## config.mk

```make
export PLATFORM = sky130hd
export DESIGN_NAME = endstop_homing_sequencer_flat
export DESIGN_NICKNAME = d
export VERILOG_FILES = /design/src/ehs_pkg.sv /design/src/ehs_in_if.sv /design/src/ehs_out_if.sv /design/src/endstop_homing_sequencer.sv /design/src/flat_wrapper.sv
export VERILOG_INCLUDE_DIRS = /design/src /design/src/src
export SDC_FILE = /design/constraint.sdc
export NUM_CORES = 1
export LEC_CHECK = 0
export BUFFER_PORTS_ARGS = -buffer_cell sky130_fd_sc_hd__buf_2
export CAP_MARGIN = 20
export CORE_ASPECT_RATIO = 0.5
export CORE_MARGIN = 2
export CORE_UTILIZATION = 35
export CTS_CLUSTER_DIAMETER = 30
export DETAILED_ROUTE_END_ITERATION = 10
export GPL_TIMING_DRIVEN = 1
export SETUP_SLACK_MARGIN = 0.05
export SYNTH_ARGS = -nofsm -noshare
export SYNTH_HDL_FRONTEND = slang
export SYNTH_SLANG_ARGS = --single-unit
```

## constraint.sdc

```tcl
create_clock -name clk -period 11.3 [get_ports clk]
set_input_delay 0.565 -clock clk [delete_from_list [all_inputs] [get_ports clk]]
set_output_delay 0.565 -clock clk [all_outputs]
set_load 0.005 [all_outputs]
```

## src/endstop_homing_sequencer_defines.svh

```systemverilog
// Assertion macros shared by the homing sequencer RTL.
// Depends on nothing; included by files that carry concurrent assertions.
`ifndef ENDSTOP_HOMING_SEQUENCER_DEFINES_SVH
`define ENDSTOP_HOMING_SEQUENCER_DEFINES_SVH

// Same-cycle implication, disabled while reset is asserted.
`define EHS_ASSERT_IMPL(label, clk, rst_n, ante, cons, msg) \
  label: assert property (@(posedge clk) disable iff (!(rst_n)) (ante) |-> (cons)) \
    else $error(msg);

// Next-cycle implication, disabled while reset is asserted.
`define EHS_ASSERT_NEXT(label, clk, rst_n, ante, cons, msg) \
  label: assert property (@(posedge clk) disable iff (!(rst_n)) (ante) |=> (cons)) \
    else $error(msg);

`endif

```

## src/ehs_pkg.sv

```systemverilog
// Package of the endstop homing sequencer: phase and op codes, register
// indexes, reset defaults and the result record. Depends on nothing.
`timescale 1ns / 1ps
`default_nettype none

package ehs_pkg;

  localparam int EHS_AXES            = 3;
  localparam int EHS_PERIOD_WIDTH    = 16;
  localparam int EHS_ITERATION_WIDTH = 32;

  localparam int CFG_INDEX_W = 3;
  localparam int CFG_DATA_W  = 32;
  localparam int PORT_AXES   = 3;

  typedef enum logic [1:0] {
    PH_FAST    = 2'd0,
    PH_RETRACT = 2'd1,
    PH_SLOW    = 2'd2,
    PH_IDLE    = 2'd3
  } phase_t;

  localparam logic [1:0] OP_TICK  = 2'd0;
  localparam logic [1:0] OP_START = 2'd1;
  localparam logic [1:0] OP_HALT  = 2'd2;

  localparam logic [CFG_INDEX_W-1:0] CFG_AXIS_ORDER  = 3'd0;
  localparam logic [CFG_INDEX_W-1:0] CFG_HOME_TO_MIN = 3'd1;
  localparam logic [CFG_INDEX_W-1:0] CFG_FAST_PERIOD = 3'd2;
  localparam logic [CFG_INDEX_W-1:0] CFG_SLOW_PERIOD = 3'd3;
  localparam logic [CFG_INDEX_W-1:0] CFG_RETRACT_X   = 3'd4;
  localparam logic [CFG_INDEX_W-1:0] CFG_RETRACT_Y   = 3'd5;
  localparam logic [CFG_INDEX_W-1:0] CFG_RETRACT_Z   = 3'd6;
  localparam logic [CFG_INDEX_W-1:0] CFG_STEP_LIMIT  = 3'd7;

  localparam logic [5:0]  RST_AXIS_ORDER  = 6'd0;
  localparam logic [2:0]  RST_HOME_TO_MIN = 3'd7;
  localparam logic [15:0] RST_FAST_PERIOD = 16'd250;
  localparam logic [15:0] RST_SLOW_PERIOD = 16'd500;
  localparam logic [15:0] RST_RETRACT_X   = 16'd400;
  localparam logic [15:0] RST_RETRACT_Y   = 16'd400;
  localparam logic [15:0] RST_RETRACT_Z   = 16'd1600;
  localparam logic [31:0] RST_STEP_LIMIT  = 32'd10000000;

  typedef struct packed {
    logic [PORT_AXES-1:0] step_pulse;
    logic [PORT_AXES-1:0] step_toward_min;
    logic                 busy_res;
    logic [1:0]           phase;
    logic                 finished;
    logic                 aborted;
  } result_t;

endpackage

`default_nettype wire

```

## src/ehs_in_if.sv

```systemverilog
// Input channel of the homing sequencer: tick, start and halt items.
// Depends on nothing.
`timescale 1ns / 1ps
`default_nettype none

interface ehs_in_if;
  logic       valid;
  logic       ready;
  logic [1:0] op;
  logic [2:0] min_endstops;
  logic [2:0] max_endstops;

  modport source (output valid, output op, output min_endstops, output max_endstops,
                  input ready);
  modport sink   (input valid, input op, input min_endstops, input max_endstops,
                  output ready);
endinterface

`default_nettype wire

```

## src/ehs_out_if.sv

```systemverilog
// Result channel of the homing sequencer: step pulses and status per item.
// Depends on nothing.
`timescale 1ns / 1ps
`default_nettype none

interface ehs_out_if;
  logic       valid;
  logic       ready;
  logic [2:0] step_pulse;
  logic [2:0] step_toward_min;
  logic       busy_res;
  logic [1:0] phase;
  logic       finished;
  logic       aborted;

  modport source (output valid, output step_pulse, output step_toward_min,
                  output busy_res, output phase, output finished, output aborted,
                  input ready);
  modport sink   (input valid, input step_pulse, input step_toward_min,
                  input busy_res, input phase, input finished, input aborted,
                  output ready);
endinterface

`default_nettype wire

```

## src/endstop_homing_sequencer.sv

```systemverilog
// Top level of the three-axis endstop homing sequencer.
// Depends on ehs_pkg, ehs_in_if, ehs_out_if and the assertion macro header.
//
// Usage: every input transfer carries an op (tick, start or halt) and the
// sampled min and max endstops. Each accepted item produces exactly one
// result transfer with the step pulses, their directions, the busy flag,
// the phase after the item and one-item finished and aborted flags.
// A start runs the axis groups through fast approach, retract and slow
// approach; the step timing counts tick items, not clock cycles.
// The result of an item is offered on the cycle after its transfer.
// Throughput is one item per cycle while results are taken; the state update
// for an item is one pass of logic between the state registers and the result
// register. The result register lets a new item be taken in the same cycle
// in which the waiting result is taken. When the receiver stalls, the result
// holds and in_if.ready drops until it is taken. The user must write
// configuration via cfg_we, cfg_index and cfg_wdata only while no cycle runs;
// the block does not enforce this. Synchronous reset loads the register
// defaults and returns the sequencer to idle with no result pending.
`timescale 1ns / 1ps
`default_nettype none
`include "endstop_homing_sequencer_defines.svh"

module endstop_homing_sequencer #(
  parameter int AXES            = ehs_pkg::EHS_AXES,
  parameter int PERIOD_WIDTH    = ehs_pkg::EHS_PERIOD_WIDTH,
  parameter int ITERATION_WIDTH = ehs_pkg::EHS_ITERATION_WIDTH
) (
  input  wire                            clk,
  input  wire                            rst_n,
  ehs_in_if.sink                         in_if,
  ehs_out_if.source                      out_if,
  input  wire                            cfg_we,
  input  wire [ehs_pkg::CFG_INDEX_W-1:0] cfg_index,
  input  wire [ehs_pkg::CFG_DATA_W-1:0]  cfg_wdata
);

  localparam int PSW = (PERIOD_WIDTH < 16) ? PERIOD_WIDTH : 16;
  localparam int LSW = (ITERATION_WIDTH < 32) ? ITERATION_WIDTH : 32;

  logic [5:0]                 axis_order_r;
  logic [2:0]                 home_to_min_r;
  logic [PSW-1:0]             fast_period_r;
  logic [PSW-1:0]             slow_period_r;
  logic [15:0]                retract_r [3];
  logic [LSW-1:0]             step_limit_r;

  ehs_pkg::phase_t            phase_r, phase_nxt;
  logic [5:0]                 rem_r, rem_nxt;
  logic [AXES-1:0]            group_r, group_nxt;
  logic [PERIOD_WIDTH-1:0]    div_r, div_nxt;
  logic [ITERATION_WIDTH-1:0] iter_r, iter_nxt;

  ehs_pkg::result_t           out_r, out_nxt;
  logic                       out_valid_r;

  logic                       in_fire;
  logic                       busy;
  logic                       do_iter;
  logic [PSW-1:0]             per_eff;
  logic [LSW-1:0]             limit_eff;
  logic [ITERATION_WIDTH-1:0] iter_inc;
  logic [AXES-1:0]            pulse;
  logic [AXES-1:0]            dirmin;
  logic                       fin;
  logic                       ab;

  function automatic logic [AXES-1:0] axis_mask(input logic [1:0] a);
    logic [AXES-1:0] m;
    m = '0;
    if (32'(a) < AXES) begin
      m = AXES'(4'b0001 << a);
    end
    return m;
  endfunction

  assign in_fire     = in_if.valid && in_if.ready;
  assign in_if.ready = !out_valid_r || out_if.ready;
  assign busy        = (phase_r != ehs_pkg::PH_IDLE);
  assign do_iter     = in_fire && (in_if.op == ehs_pkg::OP_TICK) && busy && (div_r == '0);

  always_ff @(posedge clk) begin
    if (!rst_n) begin
      axis_order_r  <= ehs_pkg::RST_AXIS_ORDER;
      home_to_min_r <= ehs_pkg::RST_HOME_TO_MIN;
      fast_period_r <= PSW'(ehs_pkg::RST_FAST_PERIOD);
      slow_period_r <= PSW'(ehs_pkg::RST_SLOW_PERIOD);
      retract_r[0]  <= ehs_pkg::RST_RETRACT_X;
      retract_r[1]  <= ehs_pkg::RST_RETRACT_Y;
      retract_r[2]  <= ehs_pkg::RST_RETRACT_Z;
      step_limit_r  <= LSW'(ehs_pkg::RST_STEP_LIMIT);
    end else if (cfg_we) begin
      unique case (cfg_index)
        ehs_pkg::CFG_AXIS_ORDER:  axis_order_r  <= cfg_wdata[5:0];
        ehs_pkg::CFG_HOME_TO_MIN: home_to_min_r <= cfg_wdata[2:0];
        ehs_pkg::CFG_FAST_PERIOD: fast_period_r <= PSW'(cfg_wdata[15:0]);
        ehs_pkg::CFG_SLOW_PERIOD: slow_period_r <= PSW'(cfg_wdata[15:0]);
        ehs_pkg::CFG_RETRACT_X:   retract_r[0]  <= cfg_wdata[15:0];
        ehs_pkg::CFG_RETRACT_Y:   retract_r[1]  <= cfg_wdata[15:0];
        ehs_pkg::CFG_RETRACT_Z:   retract_r[2]  <= cfg_wdata[15:0];
        ehs_pkg::CFG_STEP_LIMIT:  step_limit_r  <= LSW'(cfg_wdata);
      endcase
    end
  end

  // Step decisions of one iteration.
  always_comb begin
    logic trig;
    trig      = 1'b0;
    per_eff   = (phase_r == ehs_pkg::PH_FAST) ? fast_period_r : slow_period_r;
    if (per_eff == '0) begin
      per_eff = PSW'(1);
    end
    limit_eff = (step_limit_r == '0) ? LSW'(1) : step_limit_r;
    iter_inc  = (iter_r != '1) ? iter_r + 1'b1 : iter_r;
    pulse     = '0;
    dirmin    = '0;
    for (int c = 0; c < AXES; c++) begin
      if (group_r[c]) begin
        if (phase_r == ehs_pkg::PH_RETRACT) begin
          if (iter_r < ITERATION_WIDTH'(retract_r[c])) begin
            pulse[c]  = 1'b1;
            dirmin[c] = !home_to_min_r[c];
          end
        end else begin
          trig = home_to_min_r[c] ? in_if.min_endstops[c] : in_if.max_endstops[c];
          if (!trig) begin
            pulse[c]  = 1'b1;
            dirmin[c] = home_to_min_r[c];
          end
        end
      end
    end
  end

  always_comb begin
    phase_nxt = phase_r;
    rem_nxt   = rem_r;
    group_nxt = group_r;
    div_nxt   = div_r;
    iter_nxt  = iter_r;
    fin       = 1'b0;
    ab        = 1'b0;
    priority if (in_fire && in_if.op == ehs_pkg::OP_START && !busy) begin
      if (axis_order_r == '0) begin
        group_nxt = '1;
        rem_nxt   = '0;
      end else begin
        group_nxt = axis_mask(axis_order_r[1:0]);
        rem_nxt   = {2'b00, axis_order_r[5:2]};
      end
      phase_nxt = ehs_pkg::PH_FAST;
      div_nxt   = '0;
      iter_nxt  = '0;
    end else if (in_fire && in_if.op == ehs_pkg::OP_HALT && busy) begin
      phase_nxt = ehs_pkg::PH_IDLE;
      rem_nxt   = '0;
      group_nxt = '0;
      div_nxt   = '0;
      iter_nxt  = '0;
      ab        = 1'b1;
    end else if (in_fire && in_if.op == ehs_pkg::OP_TICK && busy && div_r != '0) begin
      div_nxt = div_r - 1'b1;
    end else if (do_iter) begin
      iter_nxt = iter_inc;
      div_nxt  = PERIOD_WIDTH'(per_eff - 1'b1);
      if (pulse == '0 || iter_inc >= ITERATION_WIDTH'(limit_eff)) begin
        iter_nxt = '0;
        unique case (phase_r)
          ehs_pkg::PH_FAST:    phase_nxt = ehs_pkg::PH_RETRACT;
          ehs_pkg::PH_RETRACT: phase_nxt = ehs_pkg::PH_SLOW;
          ehs_pkg::PH_SLOW: begin
            if (rem_r != '0) begin
              group_nxt = axis_mask(rem_r[1:0]);
              rem_nxt   = {2'b00, rem_r[5:2]};
              phase_nxt = ehs_pkg::PH_FAST;
            end else begin
              phase_nxt = ehs_pkg::PH_IDLE;
              rem_nxt   = '0;
              group_nxt = '0;
              div_nxt   = '0;
              fin       = 1'b1;
            end
          end
          ehs_pkg::PH_IDLE:    phase_nxt = ehs_pkg::PH_IDLE;
        endcase
      end
    end else begin
      phase_nxt = phase_r;
    end
  end

  always_comb begin
    out_nxt.step_pulse      = do_iter ? ehs_pkg::PORT_AXES'(pulse) : '0;
    out_nxt.step_toward_min = do_iter ? ehs_pkg::PORT_AXES'(dirmin) : '0;
    out_nxt.busy_res        = (phase_nxt != ehs_pkg::PH_IDLE);
    out_nxt.phase           = phase_nxt;
    out_nxt.finished        = fin;
    out_nxt.aborted         = ab;
  end

  always_ff @(posedge clk) begin
    if (!rst_n) begin
      phase_r     <= ehs_pkg::PH_IDLE;
      rem_r       <= '0;
      group_r     <= '0;
      div_r       <= '0;
      iter_r      <= '0;
      out_valid_r <= 1'b0;
    end else begin
      if (in_fire) begin
        phase_r     <= phase_nxt;
        rem_r       <= rem_nxt;
        group_r     <= group_nxt;
        div_r       <= div_nxt;
        iter_r      <= iter_nxt;
        out_valid_r <= 1'b1;
      end else if (out_if.ready) begin
        out_valid_r <= 1'b0;
      end
    end
  end

  always_ff @(posedge clk) begin
    if (in_fire) begin
      out_r <= out_nxt;
    end
  end

  assign out_if.valid           = out_valid_r;
  assign out_if.step_pulse      = out_r.step_pulse;
  assign out_if.step_toward_min = out_r.step_toward_min;
  assign out_if.busy_res        = out_r.busy_res;
  assign out_if.phase           = out_r.phase;
  assign out_if.finished        = out_r.finished;
  assign out_if.aborted         = out_r.aborted;

  `EHS_ASSERT_NEXT(a_halt_goes_idle, clk, rst_n, in_fire && in_if.op == ehs_pkg::OP_HALT, phase_r == ehs_pkg::PH_IDLE, "halt transfer did not leave the sequencer idle")
  `EHS_ASSERT_IMPL(a_idle_counters_clear, clk, rst_n, phase_r == ehs_pkg::PH_IDLE, div_r == '0 && iter_r == '0 && group_r == '0, "idle sequencer holds stale counters")
  `EHS_ASSERT_IMPL(a_finish_is_idle, clk, rst_n, out_valid_r && (out_r.finished || out_r.aborted), out_r.phase == ehs_pkg::PH_IDLE && !out_r.busy_res && !(out_r.finished && out_r.aborted), "completion result is not idle")
  `EHS_ASSERT_IMPL(a_dir_needs_pulse, clk, rst_n, out_valid_r, (out_r.step_toward_min & ~out_r.step_pulse) == '0, "direction bit set on an axis without a step")

endmodule

`default_nettype wire
```

## src/flat_wrapper.sv

```systemverilog
// flat-port wrapper written by rule: the top's interface ports become plain ports
module endstop_homing_sequencer_flat 
#(
  parameter int AXES            = ehs_pkg::EHS_AXES,
  parameter int PERIOD_WIDTH    = ehs_pkg::EHS_PERIOD_WIDTH,
  parameter int ITERATION_WIDTH = ehs_pkg::EHS_ITERATION_WIDTH
)
  (clk, rst_n, cfg_we, cfg_index, cfg_wdata, in_if_valid, in_if_op, in_if_min_endstops, in_if_max_endstops, in_if_ready, out_if_valid, out_if_step_pulse, out_if_step_toward_min, out_if_busy_res, out_if_phase, out_if_finished, out_if_aborted, out_if_ready);
  ehs_in_if in_if_i ();
  ehs_out_if out_if_i ();
  input  wire clk;
  input  wire rst_n;
  input  wire cfg_we;
  input  wire [ehs_pkg::CFG_INDEX_W-1:0] cfg_index;
  input  wire [ehs_pkg::CFG_DATA_W-1:0] cfg_wdata;
  input wire logic [$bits(in_if_i.valid)-1:0] in_if_valid;
  input wire logic [$bits(in_if_i.op)-1:0] in_if_op;
  input wire logic [$bits(in_if_i.min_endstops)-1:0] in_if_min_endstops;
  input wire logic [$bits(in_if_i.max_endstops)-1:0] in_if_max_endstops;
  output wire logic [$bits(in_if_i.ready)-1:0] in_if_ready;
  output wire logic [$bits(out_if_i.valid)-1:0] out_if_valid;
  output wire logic [$bits(out_if_i.step_pulse)-1:0] out_if_step_pulse;
  output wire logic [$bits(out_if_i.step_toward_min)-1:0] out_if_step_toward_min;
  output wire logic [$bits(out_if_i.busy_res)-1:0] out_if_busy_res;
  output wire logic [$bits(out_if_i.phase)-1:0] out_if_phase;
  output wire logic [$bits(out_if_i.finished)-1:0] out_if_finished;
  output wire logic [$bits(out_if_i.aborted)-1:0] out_if_aborted;
  input wire logic [$bits(out_if_i.ready)-1:0] out_if_ready;
  assign in_if_i.valid = in_if_valid;
  assign in_if_i.op = in_if_op;
  assign in_if_i.min_endstops = in_if_min_endstops;
  assign in_if_i.max_endstops = in_if_max_endstops;
  assign in_if_ready = in_if_i.ready;
  assign out_if_valid = out_if_i.valid;
  assign out_if_step_pulse = out_if_i.step_pulse;
  assign out_if_step_toward_min = out_if_i.step_toward_min;
  assign out_if_busy_res = out_if_i.busy_res;
  assign out_if_phase = out_if_i.phase;
  assign out_if_finished = out_if_i.finished;
  assign out_if_aborted = out_if_i.aborted;
  assign out_if_i.ready = out_if_ready;
  endstop_homing_sequencer #(.AXES(AXES), .PERIOD_WIDTH(PERIOD_WIDTH), .ITERATION_WIDTH(ITERATION_WIDTH)) u_core (.clk(clk), .rst_n(rst_n), .in_if(in_if_i), .out_if(out_if_i), .cfg_we(cfg_we), .cfg_index(cfg_index), .cfg_wdata(cfg_wdata));
endmodule
```

==> metrics <==
number of antenna violations at the first check in global routing=1; sequential share of power=0.505; ratio of total power to cell area=118 nW/um^2; number of flops mapped to enable cells by yosys=59; clock tree sinks=190; slack of the worst reg-to-reg path=6.30 ns; count of standard-cell rows=46; power dissipated by switching net loads=0.402 mW; nets in the synthesized netlist=1,423; post-layout min period=5.00 ns; number of distinct library cells after synthesis=82; area grow syn2layout=11.9%; switching share of power=0.273; fraction of synthesis flops using an asynchronous set or reset pin=0; root buf cell=clkbuf_16; highest attainable clock frequency=200 MHz; global route total overflow=0; setup violators final=0; final routed DRC violation total=0; die span in x=257 um; post-cts resize count=0; result of the run=finished clean; Slowest Stage Delay on Critical Path=0.58 ns; number of buffers added on ports=60; Int Pwr=1.07 mW; diode insertion count for antenna repair=0; critical path start-end classification=register to register; Die Height=130 um; Routed Antenna Nets=0; Max IR drop VDD=0.0790 mV; Wirelength per Cell=18.2 um; startpoint class of the critical path=register; maximum number of pins on one net before global-route repair=66; proportion of layout cells with a drive suffix above 1=0.117; iteration count of the initial detailed-routing pass=5; Seq/Total Area, Yosys=0.393; Critical R2R Launch=u_core.iter_r[8]; Critical Path AT=5.37 ns; worst reg-to-reg path cell count=17; number of global-route vias before repair=9,078; hold bufs inserted after CTS=0; warning count from the yosys run=0; Slowest cell on crit path=dfxtp_1; final routed wirelength across all metal layers=32,400 um; post-CTS repair timing setup buffer count=0; unrepaired setup endpoints after global routing=false; classification of the worst-slack hold path=input pin to register; end of the worst hold path=u_core.step_limit_r[20]; final number of max-transition violations=0; clock buffers created by TritonCTS=17; predominant post-synthesis flop cell=dfxtp_1; H-tree depth=4; worst-case setup slack after placement=6.42 ns; cell area after technology mapping=11,200 um^2; starting density of the core=0.354; synthesized area divided by synthesized cell count=8.63 um^2; leakage power=5.11 nW; CTS tree=built; First DRT Iteration DRCs=876; largest fanout on the critical path=32; total number of vias=9,781; wire length of the first global-routing pass=50,100 um; Placeable Area=31,500 um^2; max_slew headroom=0.252; drt via density=5.49; boundary pin count=61; required time of the worst setup path=11.67 ns; final setup slack of the worst path=6.30 ns; worst slew pin tran=1.12 ns; most used cells in the layout excluding fill and tap cells=nand2_1, dfxtp_1, inv_1; Hold Path Depth=3; number of max-capacitance violations reported=0; Critical Path Sink Type=register; aggregate negative setup slack=0 ns; synthesis-stage register bit count=190; ratio of final minimum period to clock period=0.443; clk slew on worst S/H paths=0.08 ns; Final Hold Violating Endpoints=0; reg-to-reg critical path endpoint=u_core.iter_r[15]; Longest Clk Path Bufs=2; most common cell after layout, fill and taps aside=nand2_1; Post-layout nets=1,466; cell-by-cell listing of the critical path=nand4_1 -> nor4_2 -> a311o_1 -> nor2_1 -> nand3_1 -> nor2_1 -> or2_2 -> ha_1 -> a21o_1 -> a21oi_1 -> nand3_1 -> a211o_1 -> a221o_1 -> nor4_4 -> buf_4 -> or3b_1 -> o211ai_1; startpoint of the most critical hold path=cfg_wdata[20]; Cells after Synth=1,295; part of the total power dissipated in combinational logic=0.094; floorplan die area=33,500 um^2; post-route clock skew=0.0124 ns; clock group share of total power=0.401; routability-driven placement congestion ratio=0.890; Total Routing Usage GR=0.193; detailed-placement wirelength estimate=23,900 um; clock latency on the worst-skew pair=0.45 ns
worst max-delay path: cells and delay by family, from the launching register on:
kind | cells | cell delay [ns]
and+or+nand+nor | 9 | 2.13
AOI/OAI and AO/OA | 6 | 1.50
DFF | 1 | 0.58
buffers and inverters | 1 | 0.38
adders and majority gates | 1 | 0.33
metal layers:
metal	vias to the layer above	global-route usage	wire length, um
li1	4714	-	-
met1	4696	0.266	15000
met2	310	0.302	14400
met3	61	0.0394	2150
met4	0	0.0653	818
met5	-	0	0
sequential cells by signal, indices dropped and copies added (netlist names), 4 cells and up:
signal,flops
u_core.retract_r,48
u_core.div_r,16
u_core.fast_period_r,16
u_core.rem_r,4
u_core.slow_period_r,16
u_core.axis_order_r,6
u_core.iter_r,32
u_core.step_limit_r,32
power groups by stage:
stage	sequential [mW]	clock, mW	combinational (mW)
floorplan	0.752	0	0.0880
global placement	0.758	0	0.133
detailed placement	0.759	0	0.137
CTS	0.743	0.604	0.137
global route	0.747	0.631	0.153
finish	0.744	0.590	0.139
worst max path at each step:
stage,slack [ns],start,endpoint,cells after the start
finish,6.30,u_core.iter_r[8],u_core.iter_r[15],17
global route,6.00,u_core.iter_r[8],u_core.iter_r[15],17
CTS,6.37,u_core.iter_r[8],u_core.iter_r[15],17
detailed placement,6.42,u_core.iter_r[8],u_core.iter_r[15],17
global placement,6.55,u_core.iter_r[8],u_core.iter_r[15],17
floorplan,7.03,u_core.iter_r[8],u_core.div_r[11],18
synth_stat cells (3+ instances only):
cell type    n  area (um^2)
nor3b_1      4         30.0
clkbuf_1    38          143
o21ai_1      6         30.0
xor2_1      10         87.6
nor2_1      86          323
mux2i_1     28          280
o21ai_0     33          165
nor3_1      23          115
nand4_1     21          131
o21a_1      10         75.1
or2_2       15         93.8
ha_1        80         1000
nand3b_1     6         45.0
nand2b_1    18          113
a22oi_1     15          113
nor4_2       8          100
nand2_1    209          785
nor4_1      23          144
dfxtp_1    131         2620
and2_1      25          156
and4_1       6         52.6
edfxtp_1    59         1770
nand3_1     38          190
nor4b_1      3         26.3
nand4b_1     5         43.8
a211oi_1     9         67.6
a211oi_2     3         37.5
o211ai_1    28          210
xnor2_1     21          184
nor2b_1     10         62.6
inv_1       93          349
or4_1        3         22.5
and3_1      15         93.8
buf_2        8         40.0
o31ai_1      7         52.6
a21o_1      12         90.1
a31oi_1     12         75.1
a21oi_1     90          450
or3_1       25          156
a311oi_1     3         26.3
metrics by stage:
stage / instance area, um^2 / utilization / hold slack [ns] / power, mW / cells
2_1_floorplan: 11200 / - / 0.444 / 0.840 / 1295
3_3_place_gp: 11900 / 0.377 / 0.459 / 0.891 / 1746
3_5_place_dp: 11900 / 0.377 / 0.462 / 0.895 / 1747
4_1_cts: 12500 / 0.395 / 0.327 / 1.48 / 1779
5_1_grt: 12500 / 0.396 / 0.336 / 1.53 / 1783
6_report: 12500 / 0.396 / 0.335 / 1.47 / 1783
final cells by class:
class / instances / area [um^2]
clock buffer: 18 / 439
tap: 432 / 541
sequential: 190 / 4390
timing repair buffer: 74 / 417
multi-input combinational: 961 / 6230
fill: 3234 / 19000
inverter: 94 / 353
clock inverter: 14 / 121
kinds of logic after synthesis:
| family | count (synthesis) | synth area share |
|---|---|---|
| AO/OA/AOI/OAI | 263 | 0.160 |
| adder cells (fa/ha/maj) | 80 | 0.0896 |
| AND/OR/NAND/NOR | 558 | 0.256 |
| multiplexers | 29 | 0.0261 |
| buffers and inverters | 144 | 0.0506 |
| flip-flops | 190 | 0.393 |
| XOR/XNOR | 31 | 0.0243 |
Power figures use the tool's default switching activity.
